===== config.mk =====
export PLATFORM = sky130hd
export DESIGN_NAME = length_prefixed_frame_receiver
export DESIGN_NICKNAME = d
export VERILOG_FILES = /design/src/rtl/lpfr_pkg.sv /design/src/rtl/lpfr_cfg_regs.sv /design/src/rtl/lpfr_core.sv /design/src/rtl/length_prefixed_frame_receiver.sv
export SDC_FILE = /design/constraint.sdc
export NUM_CORES = 1
export LEC_CHECK = 0
export BUFFER_PORTS_ARGS = -buffer_cell sky130_fd_sc_hd__buf_2
export CAP_MARGIN = 20
export CORE_MARGIN = 3
export CORE_UTILIZATION = 40
export DETAILED_ROUTE_END_ITERATION = 8
export GPL_ROUTABILITY_DRIVEN = 0
export GPL_TIMING_DRIVEN = 0
export PLACE_DENSITY = 0.65
export SLEW_MARGIN = 15
export SYNTH_ARGS = -nofsm -noshare
export SYNTH_HDL_FRONTEND = slang
export SYNTH_SLANG_ARGS = --single-unit

===== constraint.sdc =====
create_clock -name aclk -period 10.36 [get_ports aclk]
set_input_delay 1.036 -clock aclk [delete_from_list [all_inputs] [get_ports aclk]]
set_output_delay 1.036 -clock aclk [all_outputs]
set_load 0.005 [all_outputs]

===== src/rtl/lpfr_pkg.sv =====
package lpfr_pkg;

    // Payload offset at which message text starts
    localparam int unsigned TEXT_OFFSET = 6;

    localparam int unsigned CFG_INDEX_W = 2;
    localparam int unsigned CFG_DATA_W  = 16;

    // Configuration register indexes
    localparam logic [CFG_INDEX_W-1:0] CFG_START_BYTE    = 2'd0;
    localparam logic [CFG_INDEX_W-1:0] CFG_CHAN_MSG_TYPE = 2'd1;
    localparam logic [CFG_INDEX_W-1:0] CFG_WAITING_TYPE  = 2'd2;
    localparam logic [CFG_INDEX_W-1:0] CFG_MAX_LENGTH    = 2'd3;

    // Register reset values
    localparam logic [7:0]  START_BYTE_RST    = 8'd62;
    localparam logic [7:0]  CHAN_MSG_TYPE_RST = 8'd8;
    localparam logic [7:0]  WAITING_TYPE_RST  = 8'd131;
    localparam logic [15:0] MAX_LENGTH_RST    = 16'd511;

    typedef enum logic [1:0] {
        PH_START  = 2'd0,
        PH_LEN_LO = 2'd1,
        PH_LEN_HI = 2'd2,
        PH_DATA   = 2'd3
    } rx_phase_t;

    typedef enum logic [1:0] {
        KIND_OTHER   = 2'd0,
        KIND_CHAN    = 2'd1,
        KIND_FETCH   = 2'd2,
        KIND_DROPPED = 2'd3
    } frame_kind_t;

    typedef struct packed {
        logic [7:0]  start_byte;
        logic [7:0]  chan_msg_type;
        logic [7:0]  waiting_type;
        logic [15:0] max_length;
    } cfg_t;

    typedef struct packed {
        logic        text_valid;
        logic [7:0]  text_byte;
        logic        frame_end;
        frame_kind_t frame_kind;
        logic [7:0]  channel;
    } result_t;

endpackage


===== src/rtl/lpfr_cfg_regs.sv =====
module lpfr_cfg_regs (
    input  logic                              aclk,
    input  logic                              aresetn,
    input  logic                              cfg_wr_en,
    input  logic [lpfr_pkg::CFG_INDEX_W-1:0]  cfg_index,
    input  logic [lpfr_pkg::CFG_DATA_W-1:0]   cfg_wdata,
    output lpfr_pkg::cfg_t                    cfg
);
    import lpfr_pkg::*;

    cfg_t cfg_reg;
    cfg_t cfg_next;

    always_comb begin
        cfg_next = cfg_reg;
        if (cfg_wr_en) begin
            case (cfg_index)
                CFG_START_BYTE:    cfg_next.start_byte    = cfg_wdata[7:0];
                CFG_CHAN_MSG_TYPE: cfg_next.chan_msg_type = cfg_wdata[7:0];
                CFG_WAITING_TYPE:  cfg_next.waiting_type  = cfg_wdata[7:0];
                CFG_MAX_LENGTH:    cfg_next.max_length    = cfg_wdata[15:0];
                default:           cfg_next = cfg_reg;
            endcase
        end
    end

    always_ff @(posedge aclk) begin
        if (!aresetn) begin
            cfg_reg.start_byte    <= START_BYTE_RST;
            cfg_reg.chan_msg_type <= CHAN_MSG_TYPE_RST;
            cfg_reg.waiting_type  <= WAITING_TYPE_RST;
            cfg_reg.max_length    <= MAX_LENGTH_RST;
        end else begin
            cfg_reg <= cfg_next;
        end
    end

    assign cfg = cfg_reg;

endmodule


===== src/rtl/lpfr_core.sv =====
module lpfr_core (
    input  logic                aclk,
    input  logic                aresetn,
    input  logic                step,
    input  logic [7:0]          rx_byte,
    input  lpfr_pkg::cfg_t      cfg,
    output lpfr_pkg::result_t   result
);
    import lpfr_pkg::*;

    rx_phase_t   phase_reg,   phase_next;
    logic [15:0] length_reg,  length_next;
    logic [15:0] count_reg,   count_next;
    logic [7:0]  type_reg,    type_next;
    logic [7:0]  chan_reg,    chan_next;
    logic        ended_reg,   ended_next;

    logic [15:0] len_full;
    logic [16:0] count_inc;
    logic        is_chan;

    // next state
    always_comb begin
        phase_next  = phase_reg;
        length_next = length_reg;
        count_next  = count_reg;
        type_next   = type_reg;
        chan_next   = chan_reg;
        ended_next  = ended_reg;
        len_full    = {rx_byte, length_reg[7:0]};
        count_inc   = {1'b0, count_reg} + 17'd1;
        case (phase_reg)
            PH_START: begin
                if (rx_byte == cfg.start_byte) begin
                    phase_next = PH_LEN_LO;
                    count_next = '0;
                    type_next  = '0;
                    chan_next  = '0;
                    ended_next = 1'b0;
                end
            end
            PH_LEN_LO: begin
                length_next = {8'h00, rx_byte};
                phase_next  = PH_LEN_HI;
            end
            PH_LEN_HI: begin
                length_next = len_full;
                phase_next  = (len_full > cfg.max_length) ? PH_START : PH_DATA;
            end
            PH_DATA: begin
                if (count_reg == 16'd0) type_next = rx_byte;
                if (count_reg == 16'd1) chan_next = rx_byte;
                if ((type_next == cfg.chan_msg_type) &&
                    (count_reg >= 16'(TEXT_OFFSET)) && !ended_reg &&
                    (rx_byte == 8'h00)) begin
                    ended_next = 1'b1;
                end
                count_next = count_inc[15:0];
                if (count_inc >= {1'b0, length_reg}) phase_next = PH_START;
            end
            default: phase_next = PH_START;
        endcase
    end

    assign is_chan = (type_next == cfg.chan_msg_type);

    // result for this item
    always_comb begin
        result            = '0;
        result.frame_kind = KIND_OTHER;
        result.channel    = chan_next;
        case (phase_reg)
            PH_LEN_HI: begin
                if (len_full > cfg.max_length) begin
                    result.frame_end  = 1'b1;
                    result.frame_kind = KIND_DROPPED;
                end
            end
            PH_DATA: begin
                if (is_chan && (count_reg >= 16'(TEXT_OFFSET)) && !ended_reg &&
                    (rx_byte != 8'h00)) begin
                    result.text_valid = 1'b1;
                    result.text_byte  = rx_byte;
                end
                if (count_inc >= {1'b0, length_reg}) begin
                    result.frame_end = 1'b1;
                    if (length_reg == 16'd0)
                        result.frame_kind = KIND_OTHER;
                    else if (is_chan && (length_reg >= 16'(TEXT_OFFSET)))
                        result.frame_kind = KIND_CHAN;
                    else if (type_next == cfg.waiting_type)
                        result.frame_kind = KIND_FETCH;
                    else
                        result.frame_kind = KIND_OTHER;
                end
            end
            default: result.frame_kind = KIND_OTHER;
        endcase
    end

    always_ff @(posedge aclk) begin
        if (!aresetn) begin
            phase_reg  <= PH_START;
            length_reg <= '0;
            count_reg  <= '0;
            type_reg   <= '0;
            chan_reg   <= '0;
            ended_reg  <= 1'b0;
        end else if (step) begin
            phase_reg  <= phase_next;
            length_reg <= length_next;
            count_reg  <= count_next;
            type_reg   <= type_next;
            chan_reg   <= chan_next;
            ended_reg  <= ended_next;
        end
    end

endmodule


===== src/rtl/length_prefixed_frame_receiver.sv =====
// Channel   Dir  Handshake          Payload
// s_        in   s_tvalid/s_tready  s_tdata[7:0] = rx_byte
// m_        out  m_tvalid/m_tready  m_tdata = text_byte, channel; m_tlast = frame_end;
//                                   m_tuser = text_valid, frame_kind
// cfg_      in   cfg_wr_en          cfg_index, cfg_wdata (write only)
//
// One result item for every received byte, one item per cycle sustained while m_tready stays high.
// Path: input register, then frame logic into the output register.
// Reset (aresetn, synchronous, active low) puts the deframer back to hunting
// for the start byte and loads the register defaults.
// A stall on m_ holds the output register and, once it is full, the input register; s_tready
// then drops until the pipeline can move again.
module length_prefixed_frame_receiver (
    input  logic                              aclk,
    input  logic                              aresetn,
    // received bytes
    input  logic                              s_tvalid,
    output logic                              s_tready,
    input  logic [7:0]                        s_tdata,   // [7:0] rx_byte
    // results
    output logic                              m_tvalid,
    input  logic                              m_tready,
    output logic [15:0]                       m_tdata,   // [7:0] text_byte, [15:8] channel
    output logic                              m_tlast,   // frame_end
    output logic [2:0]                        m_tuser,   // [0] text_valid, [2:1] frame_kind
    // configuration
    input  logic                              cfg_wr_en,
    input  logic [lpfr_pkg::CFG_INDEX_W-1:0]  cfg_index,
    input  logic [lpfr_pkg::CFG_DATA_W-1:0]   cfg_wdata
);
    import lpfr_pkg::*;

    cfg_t    cfg;
    result_t core_result;

    // input register
    logic       in_valid_reg;
    logic [7:0] in_byte_reg;

    // output register
    logic       out_valid_reg;
    result_t    out_reg;

    logic advance;   // output stage free this cycle
    logic step;      // item in the input register is processed

    assign advance  = !out_valid_reg || m_tready;
    assign step     = in_valid_reg && advance;
    assign s_tready = !in_valid_reg || advance;

    lpfr_cfg_regs u_cfg (
        .aclk      (aclk),
        .aresetn   (aresetn),
        .cfg_wr_en (cfg_wr_en),
        .cfg_index (cfg_index),
        .cfg_wdata (cfg_wdata),
        .cfg       (cfg)
    );

    lpfr_core u_core (
        .aclk    (aclk),
        .aresetn (aresetn),
        .step    (step),
        .rx_byte (in_byte_reg),
        .cfg     (cfg),
        .result  (core_result)
    );

    // input stage
    always_ff @(posedge aclk) begin
        if (!aresetn) begin
            in_valid_reg <= 1'b0;
        end else if (s_tready) begin
            in_valid_reg <= s_tvalid;
        end
    end

    always_ff @(posedge aclk) begin
        if (s_tvalid && s_tready) begin
            in_byte_reg <= s_tdata;
        end
    end

    // output stage
    always_ff @(posedge aclk) begin
        if (!aresetn) begin
            out_valid_reg <= 1'b0;
        end else if (advance) begin
            out_valid_reg <= in_valid_reg;
        end
    end

    always_ff @(posedge aclk) begin
        if (step) begin
            out_reg <= core_result;
        end
    end

    assign m_tvalid = out_valid_reg;
    assign m_tdata  = {out_reg.channel, out_reg.text_byte};
    assign m_tlast  = out_reg.frame_end;
    assign m_tuser  = {out_reg.frame_kind, out_reg.text_valid};

endmodule


Word level (Yosys, flattened, before mapping)
Index checks and enable logic that the tools add are counted.
{"block": "op_classes", "n_bitwise": 1, "mux": 25, "eq_ne": 14, "addsub": 1, "n_lt_le_gt_ge": 4, "n_reduce_logical": 32}
{"operator": "$pmux W16 S2", "n": 2}
{"operator": "$mux W8", "n": 5}
{"operator": "$eq A8 B8 Y1", "n": 4}
{"operator": "$ge A16 B3 Y1 const B", "n": 2}
{"operator": "$logic_not A16 Y1", "n": 2}
{"operator": "$pmux W8 S2", "n": 2}
{"operator": "$add A16 B1 Y17 const B", "n": 1}
{"operator": "$ge A17 B16 Y1", "n": 1}
{"operator": "$eq A16 B1 Y1 const B", "n": 1}
{"operator": "$gt A16 B16 Y1", "n": 1}
{"operator": "$mux W16", "n": 1}
{"operator": "$mux W2", "n": 6}
{"operator": "$reduce_and A2 Y1", "n": 6}
{"operator": "$logic_and A1 B1 Y1", "n": 9}
{"operator": "$mux W9", "n": 1}
{"operator": "$reduce_and A3 Y1", "n": 3}
{"operator": "$eq A2 B2 Y1 const B", "n": 4}
{"operator": "$logic_not A8 Y1", "n": 1}
{"operator": "$pmux W2 S4", "n": 1}
{"operator": "$reduce_bool A8 Y1", "n": 1}
{"operator": "$mux W3", "n": 2}
{"operator": "$ne A2 B1 Y1 const B", "n": 3}
{"operator": "$eq A2 B1 Y1 const B", "n": 2}
{"operator": "$logic_not A2 Y1", "n": 2}
{"operator": "8 further kinds", "n": 14}
{"block": "totals", "output_inout_bits": 22, "in_bits": 31, "wordCells": 96, "register_bits": 121}

Depth between registers and ports, before layout
Gate-level depths: netlist of run 1.
{"block": "logic_depth", "depth_word": 10, "ltp_mapped": 16, "ltp_nobuf": 15}

By module
A second synthesis of run 1 with hierarchy kept.
{"block": "hier_totals", "cells_unflattened": 749, "hier_area_um2": 6864.1}
{"module": "lpfr_core", "seq_area_each_um2": 1021.0, "cells_each": 549, "area_each_um2": 4304.1, "instances": 1}
{"module": "lpfr_cfg_regs", "seq_area_each_um2": 800.8, "cells_each": 163, "area_each_um2": 1615.3, "instances": 1}
{"module": "length_prefixed_frame_receiver", "seq_area_each_um2": 880.8, "cells_each": 37, "area_each_um2": 944.7, "instances": 1}

Least setup slack after synthesis of run 1
OpenSTA, ideal clock, no wires.
{"block": "synth_path", "path_type": "reg2reg", "startpoint": "register u_core.count_reg[0]", "endpoint": "register out_reg (netlist bit m_tuser[2]), data pin", "path_buffers": 0, "stages_incl_launch_ff": 14, "period_less_slack_ns": 3.677, "t_required_ns": 10.172, "setup_ns": 0.188, "setup_slack_ns": 6.683, "arrival_time_ns": 3.489, "path_cell_list": "dfxtp_1 > and3_1 > nand3_1 > or4_1 > or2_2 > nor2_1 > xor2_1 > ha_1 > nand3_1 > o211ai_2 > a21oi_2 > nand2b_4 > or4b_1 > o41ai_1"}
{"element": "start: declaration", "line_no": "lpfr_core.sv:13", "source": "logic [15:0] count_reg, count_next;"}
{"element": "start signal: assignment", "line_no": "lpfr_core.sv:112", "source": "count_reg <= count_next;"}
{"element": "end signal: assignment", "line_no": "length_prefixed_frame_receiver.sv:95", "source": "out_reg <= core_result;"}
{"element": "end: declaration", "line_no": "length_prefixed_frame_receiver.sv:42", "source": "result_t out_reg;"}

==> results of run 1 <==
## cell usage in the layout (no fill, tap or decap), types with 11 or more instances in the layout
cell type   n
xnor2_1    23
xor2_1     15
dfxtp_1    93
nand3_1    39
edfxtp_1   28
and2_1     13
a21oi_1    62
nor3_1     11
clkbuf_1   37
o21ai_0    13
buf_2      55
nand2_1    99
mux2i_1    21
a21o_1     16
nor2_1     70
inv_1      46
ha_1       40
clkbuf_16  17
## layer usage
layer / vias up / part of all wire (%) / track usage (%)
li1: 2836 / - / -
met1: 2652 / 44 / 25.8
met2: 181 / 46 / 32.0
met3: 36 / 6.9 / 4.69
met4: 0 / 2.5 / 8.20
met5: - / 0 / 0
## power breakdown
group | total (uW) | internal (uW) | switching [uW]
Clock | 567 | 363 | 204
Combinational | 77.0 | 28.4 | 48.6
Sequential | 504 | 497 | 7.57
Total | 1150 | 888 | 260
## kinds of logic (layout without fill, tap and decap cells)
family,Yosys count,after routing,share of synthesized area [%]
adders and majority gates,40,40,7.58
muxes,23,23,3.52
AOI/OAI and AO/OA,154,154,14.9
xor gates and xnor gates,38,38,5.04
DFF,121,121,40.9
buffers and inverters,90,174,5.51
and+or+nand+nor,304,304,22.5
## cell type report
class / instances / area, um^2 / area share, %
multi-input cells: 559 / 3540 / 45.9
flip-flops and latches: 121 / 2700 / 35.1
clock buffers: 23 / 468 / 6.08
well taps: 216 / 270 / 3.51
repair buffers: 52 / 260 / 3.38
plain buffers: 42 / 185 / 2.40
inverters: 48 / 180 / 2.34
clock inverters: 9 / 97.6 / 1.27
## worst max path at each step
stage	from	end	slack, ps
3_5_place_dp	u_core.count_reg[0]$_SDFFE_PN0P_	m_tuser[2]$_DFFE_PP_	6120
6_report	u_core.count_reg[0]$_SDFFE_PN0P_	m_tuser[2]$_DFFE_PP_	6030
4_1_cts	u_core.count_reg[0]$_SDFFE_PN0P_	m_tuser[2]$_DFFE_PP_	6060
2_1_floorplan	u_core.count_reg[0]$_SDFFE_PN0P_	m_tuser[2]$_DFFE_PP_	6680
5_1_grt	u_core.count_reg[0]$_SDFFE_PN0P_	m_tuser[2]$_DFFE_PP_	5760
3_3_place_gp	u_core.count_reg[0]$_SDFFE_PN0P_	m_tuser[2]$_DFFE_PP_	6150
## synth_stat cells (all sizes together) (3+ instances only)
cell type / number / share of area (%)
nand2: 99 / 5.6
dfxtp: 93 / 28
nor2: 70 / 4.0
a21oi: 63 / 4.8
inv: 47 / 2.7
ha: 40 / 7.6
nand3: 40 / 3.1
clkbuf: 34 / 1.9
edfxtp: 28 / 13
xnor2: 23 / 3.0
mux2i: 21 / 3.2
o21ai: 20 / 1.5
a21o: 18 / 2.1
xor2: 15 / 2.0
and2: 13 / 1.2
nor3: 11 / 0.83
nor4: 11 / 1.1
nand4: 10 / 0.95
nor3b: 10 / 1.1
a22o: 9 / 1.2
o211ai: 9 / 1.1
buf: 8 / 0.85
and3: 6 / 0.57
nor2b: 6 / 0.57
or4: 6 / 0.74
a21boi: 5 / 0.57
a22oi: 5 / 0.57
nand2b: 5 / 0.59
a211oi: 4 / 0.45
nand3b: 4 / 0.45
o31ai: 3 / 0.34
or3: 3 / 0.30
## worst min-delay path, cell delays in order (launching register included)
cell	delay (ps)
dfxtp_1	300
nand2_1	50
a21oi_1	50
## stage by stage
stage / cells / total power, uW / area (um^2) / util (%) / worst slack [ps]
floorplan: 770 / 559 / 6610 / - / 6680
detailed placement: 1038 / 590 / 7140 / 44.6 / 6120
global placement: 1038 / 590 / 7140 / 44.6 / 6150
CTS: 1070 / 1160 / 7700 / 48.1 / 6060
finish: 1070 / 1150 / 7700 / 48.1 / 6030
global route: 1070 / 1190 / 7700 / 48.1 / 5760
==> metrics, run 1 <==
antenna-violating nets left=0; most frequent CP cell=nand3_1; die area=18100 um^2; Reg2Reg Depth=13; largest net degree at the start of global routing=30; DP HPWL=12400 um; number of global-route vias before repair=5433; unrepaired setup endpoints after global routing=no; reg2reg end=m_tuser[2]$_DFFE_PP_; # hold bufs at CTS=0; max reg flops=40; Async SR Flop Fraction=0%; nets=912; number of remaining DRC errors=0; worst path arrival time=4520 ps; Max clock buf depth=2; actual slew at the worst max-slew pin=848 ps; Hold Fails Final Rpt=0; MaxCap Viol Count=0; Worst Hold End=u_cfg.cfg[11]$_SDFFE_PN0P_; Syn. warnings=0; Post-CTS Setup Inserts=0; P&R area growth vs syn=16.6%; register area share after synthesis=40.9%; Initial Utilization=41.3%; core area=16000 um^2; final setup TNS=0 ps; fill count=1601; synthesized area=6610 um^2; cells along the critical path=and3_1, nand3_1, or4_1, or2_2, nor2_1, xor2_1, ha_1, nand3_1, o211ai_2, a21oi_2, nand2b_4, or4b_1, o41ai_1; Power Density=149 nW/um^2; FF-to-FF Start=u_core.count_reg[0]$_SDFFE_PN0P_; Hold Worst Slack=454 ps; iteration-0 DRC count of the detailed router=424; Crit path depth=13; vias per std cell=5.33; synthesized instance count=770; all-layer global routing usage=19.9%; Yosys reg bits=121; Mean Syn Cell Area=8.58 um^2; CTS tree=done; Boundary Pins=53; Slew Viols, Final=0; WP data required=10560 ps; Peak Freq=231 MHz; post-CTS sizing=0; share of layout cells above drive strength 1=12.1%; critical path startpoint category=register; final setup fails=0; clock latency on the worst-skew pair=420 ps; # clock sinks=121; clk root buf=clkbuf_16; reg-to-reg slack, setup=6030 ps; CP max stage cell=or4_1; GRT overflow=0; TritonCTS buffer count=17; drt pass-1 iters=5; relative slew slack=43.4%; CP Buf/Inv Count=0; top cell family by delay on the critical path=simple AND/OR/NAND/NOR gates; min-delay src=u_cfg.cfg[11]$_SDFFE_PN0P_; Critical Path Max Stage Delay=630 ps; Die X=135 um; Post-synth EDFFs=28; crit path max fanout=8; final wirelength=17200 um; Reg clk slew, reported paths=50 ps; worst hold path cell count=2; first-pass GRT wire length=28000 um; DR WL/cell=16.1 um; Max VDD drop=0.111 mV; std cell rows=46; Netlist cell types=68; final worst path period share=41.8%; ys flop type=dfxtp_1; H-tree Lvls=4; Final Skew=9.24 ps; port bufs=52; initial antenna violation count=0; post-synth net total=841; crit path kind=reg2reg; kind of end point of the critical path=register; vias post-DR=5705; status=finished, final reports clean; die height=135 um; fin crit period=4330 ps; Hold Crit Class=reg2reg; n_diodes=0; Static Leak=0.00311 uW
Power figures use the tool's default switching activity.
==> run 2, diff against run 1 <==
--- a/config.mk
+++ b/config.mk
@@ -5,6 +5,7 @@
 export SDC_FILE = /design/constraint.sdc
 export NUM_CORES = 1
 export LEC_CHECK = 0
+export ABC_AREA = 1
 export BUFFER_PORTS_ARGS = -buffer_cell sky130_fd_sc_hd__buf_2
 export CAP_MARGIN = 20
 export CORE_MARGIN = 3
@@ -12,7 +13,7 @@
 export DETAILED_ROUTE_END_ITERATION = 8
 export GPL_ROUTABILITY_DRIVEN = 0
 export GPL_TIMING_DRIVEN = 0
-export PLACE_DENSITY = 0.65
+export PLACE_DENSITY = 0.67
 export SLEW_MARGIN = 15
 export SYNTH_ARGS = -nofsm -noshare
 export SYNTH_HDL_FRONTEND = slang
==> constraint.sdc (replaced) <==
create_clock -name aclk -period 3.9 [get_ports aclk]
set_input_delay 0.39 -clock aclk [delete_from_list [all_inputs] [get_ports aclk]]
set_output_delay 0.39 -clock aclk [all_outputs]
set_load 0.005 [all_outputs]
==> metrics, run 2 <==
status=finished, final reports clean; Post-CTS Setup Inserts=0; # hold bufs at CTS=0; P&R area growth vs syn=17.3%; max reg flops=40; GRT overflow=0; Final Skew=11.1 ps; die area=18300 um^2; cells along the critical path=ha_1, nand2_1, nor2_1, nand2_1, nor3_2, nand3_1, nor2_1, xor2_1, ha_1, and3_1, nand3_1, nor2_1, nor3_1, nand3_1, nand2_1, nor2_1, nand3_1, nor2_1, nand2_1, nand2_1; final wirelength=17900 um; vias per std cell=5.16; Static Leak=0.00363 uW; DP HPWL=13100 um; all-layer global routing usage=20.4%; Synth area leader=dfxtp_1; synthesized area=6680 um^2; power after layout=3290 uW; Async SR Flop Fraction=0%; count leader, synth=nand2_1; antenna-violating nets left=0; largest net degree at the start of global routing=23; Synth top cells by count=192 x nand2_1, 121 x inv_1, 93 x dfxtp_1; final setup TNS=0 ps; first-pass GRT wire length=28700 um; vias post-DR=6045; synthesized instance count=873; clock latency on the worst-skew pair=430 ps; unrepaired setup endpoints after global routing=no; share of layout cells above drive strength 1=15.9%; final worst path period share=86.3%; Max clock buf depth=2; CP max stage cell=dfxtp_1; Die X=135 um; fin crit period=3370 ps; FF-to-FF Start=u_core.count_reg[0]$_SDFFE_PN0P_; WP data required=4060 ps; post-synth net total=944; Boundary Pins=53; critical path startpoint category=register; n_diodes=0; port bufs=51; Hold Worst Slack=136 ps; die height=135 um; Power Density=420 nW/um^2; crit path from=u_core.count_reg[0]$_SDFFE_PN0P_; post-CTS sizing=0; number of remaining DRC errors=0; Max VDD drop=0.350 mV; final setup fails=0; Hold Fails Final Rpt=0; synth top area cells=dfxtp_1 28%, edfxtp_1 13%, nand2_1 11%, ha_1 7.5%, inv_1 6.8%; Hold Crit Class=in2reg; register area share after synthesis=40.5%; Mean Syn Cell Area=7.65 um^2; TritonCTS buffer count=17; iteration-0 DRC count of the detailed router=481; Yosys reg bits=121; initial antenna violation count=0; H-tree Lvls=4; placement-stage cell area=7210 um^2; Peak Freq=297 MHz; MaxCap Viol Count=0; nets=1014; min-delay src=s_tdata[3]; core area=16100 um^2; number of global-route vias before repair=5659; final instance area=7830 um^2; clk root buf=clkbuf_16; area share of the leading cell type in the synthesized netlist=27.9%; Slew Viols, Final=0; most common cell after layout, fill and taps aside=nand2_1; top cell family by delay on the critical path=simple AND/OR/NAND/NOR gates; final core utilization=48.6%; # clock sinks=121; actual slew at the worst max-slew pin=1080 ps; Initial Utilization=41.4%; CP Buf/Inv Count=0; relative slew slack=27.4%; Post-synth EDFFs=28; kind of end point of the critical path=register; Critical Path Max Stage Delay=440 ps; Syn. warnings=0; Reg clk slew, reported paths=60 ps; CTS tree=done; std cell rows=46; worst path arrival time=3530 ps; drt pass-1 iters=6; Netlist cell types=42; crit path max fanout=6; ys flop type=dfxtp_1; DR WL/cell=15.3 um; crit path kind=reg2reg; commonest non-fill, non-tap cells in the layout=192 x nand2_1, 121 x inv_1, 93 x dfxtp_1
## run 2: changes by cell type after synthesis, moves of 18 or more
| cell | change |
|---|---|
| clkbuf_1 | -20 |
| a21oi_1 | +26 |
| mux2i_1 | -21 |
| o21ai_0 | +41 |
| nor2_1 | -23 |
| inv_1 | +75 |
| xnor2_1 | -18 |
| nand2_1 | +93 |
## run 2: worst reg2reg max path: stages (launching register included)
cell and delay, ps:
dfxtp_1 440, ha_1 220, nand2_1 60, nor2_1 190, nand2_1 150, nor3_2 210, nand3_1 170, nor2_1 140
xor2_1 220, ha_1 280, and3_1 170, nand3_1 70, nor2_1 40, nor3_1 190, nand3_1 110, nand2_1 110
nor2_1 90, nand3_1 90, nor2_1 50, nand2_1 60, nand2_1 50
## run 2: through the flow
step,setup slack (ps),std cells
after global routing,244,1172
after floorplan,1050,873
final,534,1172
after global placement,573,1140
after detailed placement,554,1140
after CTS,528,1172
## run 2: layout make-up
| class | instances | area, um^2 |
|---|---|---|
| clock inverters | 14 | 195 |
| flip-flops and latches | 121 | 2700 |
| inverters | 137 | 515 |
| clock buffers | 18 | 429 |
| well taps | 216 | 270 |
| multi-input cells | 593 | 3360 |
| fillers | 1594 | 8280 |
| plain buffers | 22 | 108 |
| repair buffers | 51 | 255 |
## run 2: metal layers
metal | global-route usage (%) | wire, um
met2 | 31.7 | 8100
met1 | 27.2 | 8090
met5 | 0 | 0
met3 | 4.90 | 1190
met4 | 8.45 | 520
## run 2: worst paths after layout
check | end | cells after the start | slack [ps]
setup / recovery | m_tuser[2]$_DFFE_PP_ | 20 | 530
hold / removal | in_byte_reg[3]$_DFFE_PP_ | 1 | 140
setup reg to reg | m_tuser[2]$_DFFE_PP_ | 20 | 530
hold reg to reg | u_cfg.cfg[10]$_SDFFE_PN0P_ | 2 | 460
## run 2: logic make-up after synthesis
group                      after synthesis  share of synthesized area [%]
adders and majority gates               40                           7.49
AOI/OAI and AO/OA                      174                           14.0
DFF                                    121                           40.5
and+or+nand+nor                        362                           26.5
buffers and inverters                  159                           9.33
xor gates and xnor gates                17                           2.23
## run 2: power by group
part | internal [uW] | switching, uW | leakage [uW]
Sequential | 1330 | 30.1 | 0.00103
Clock | 1070 | 597 | 0.000293
Combinational | 86.8 | 174 | 0.00230
Total | 2490 | 801 | 0.00363
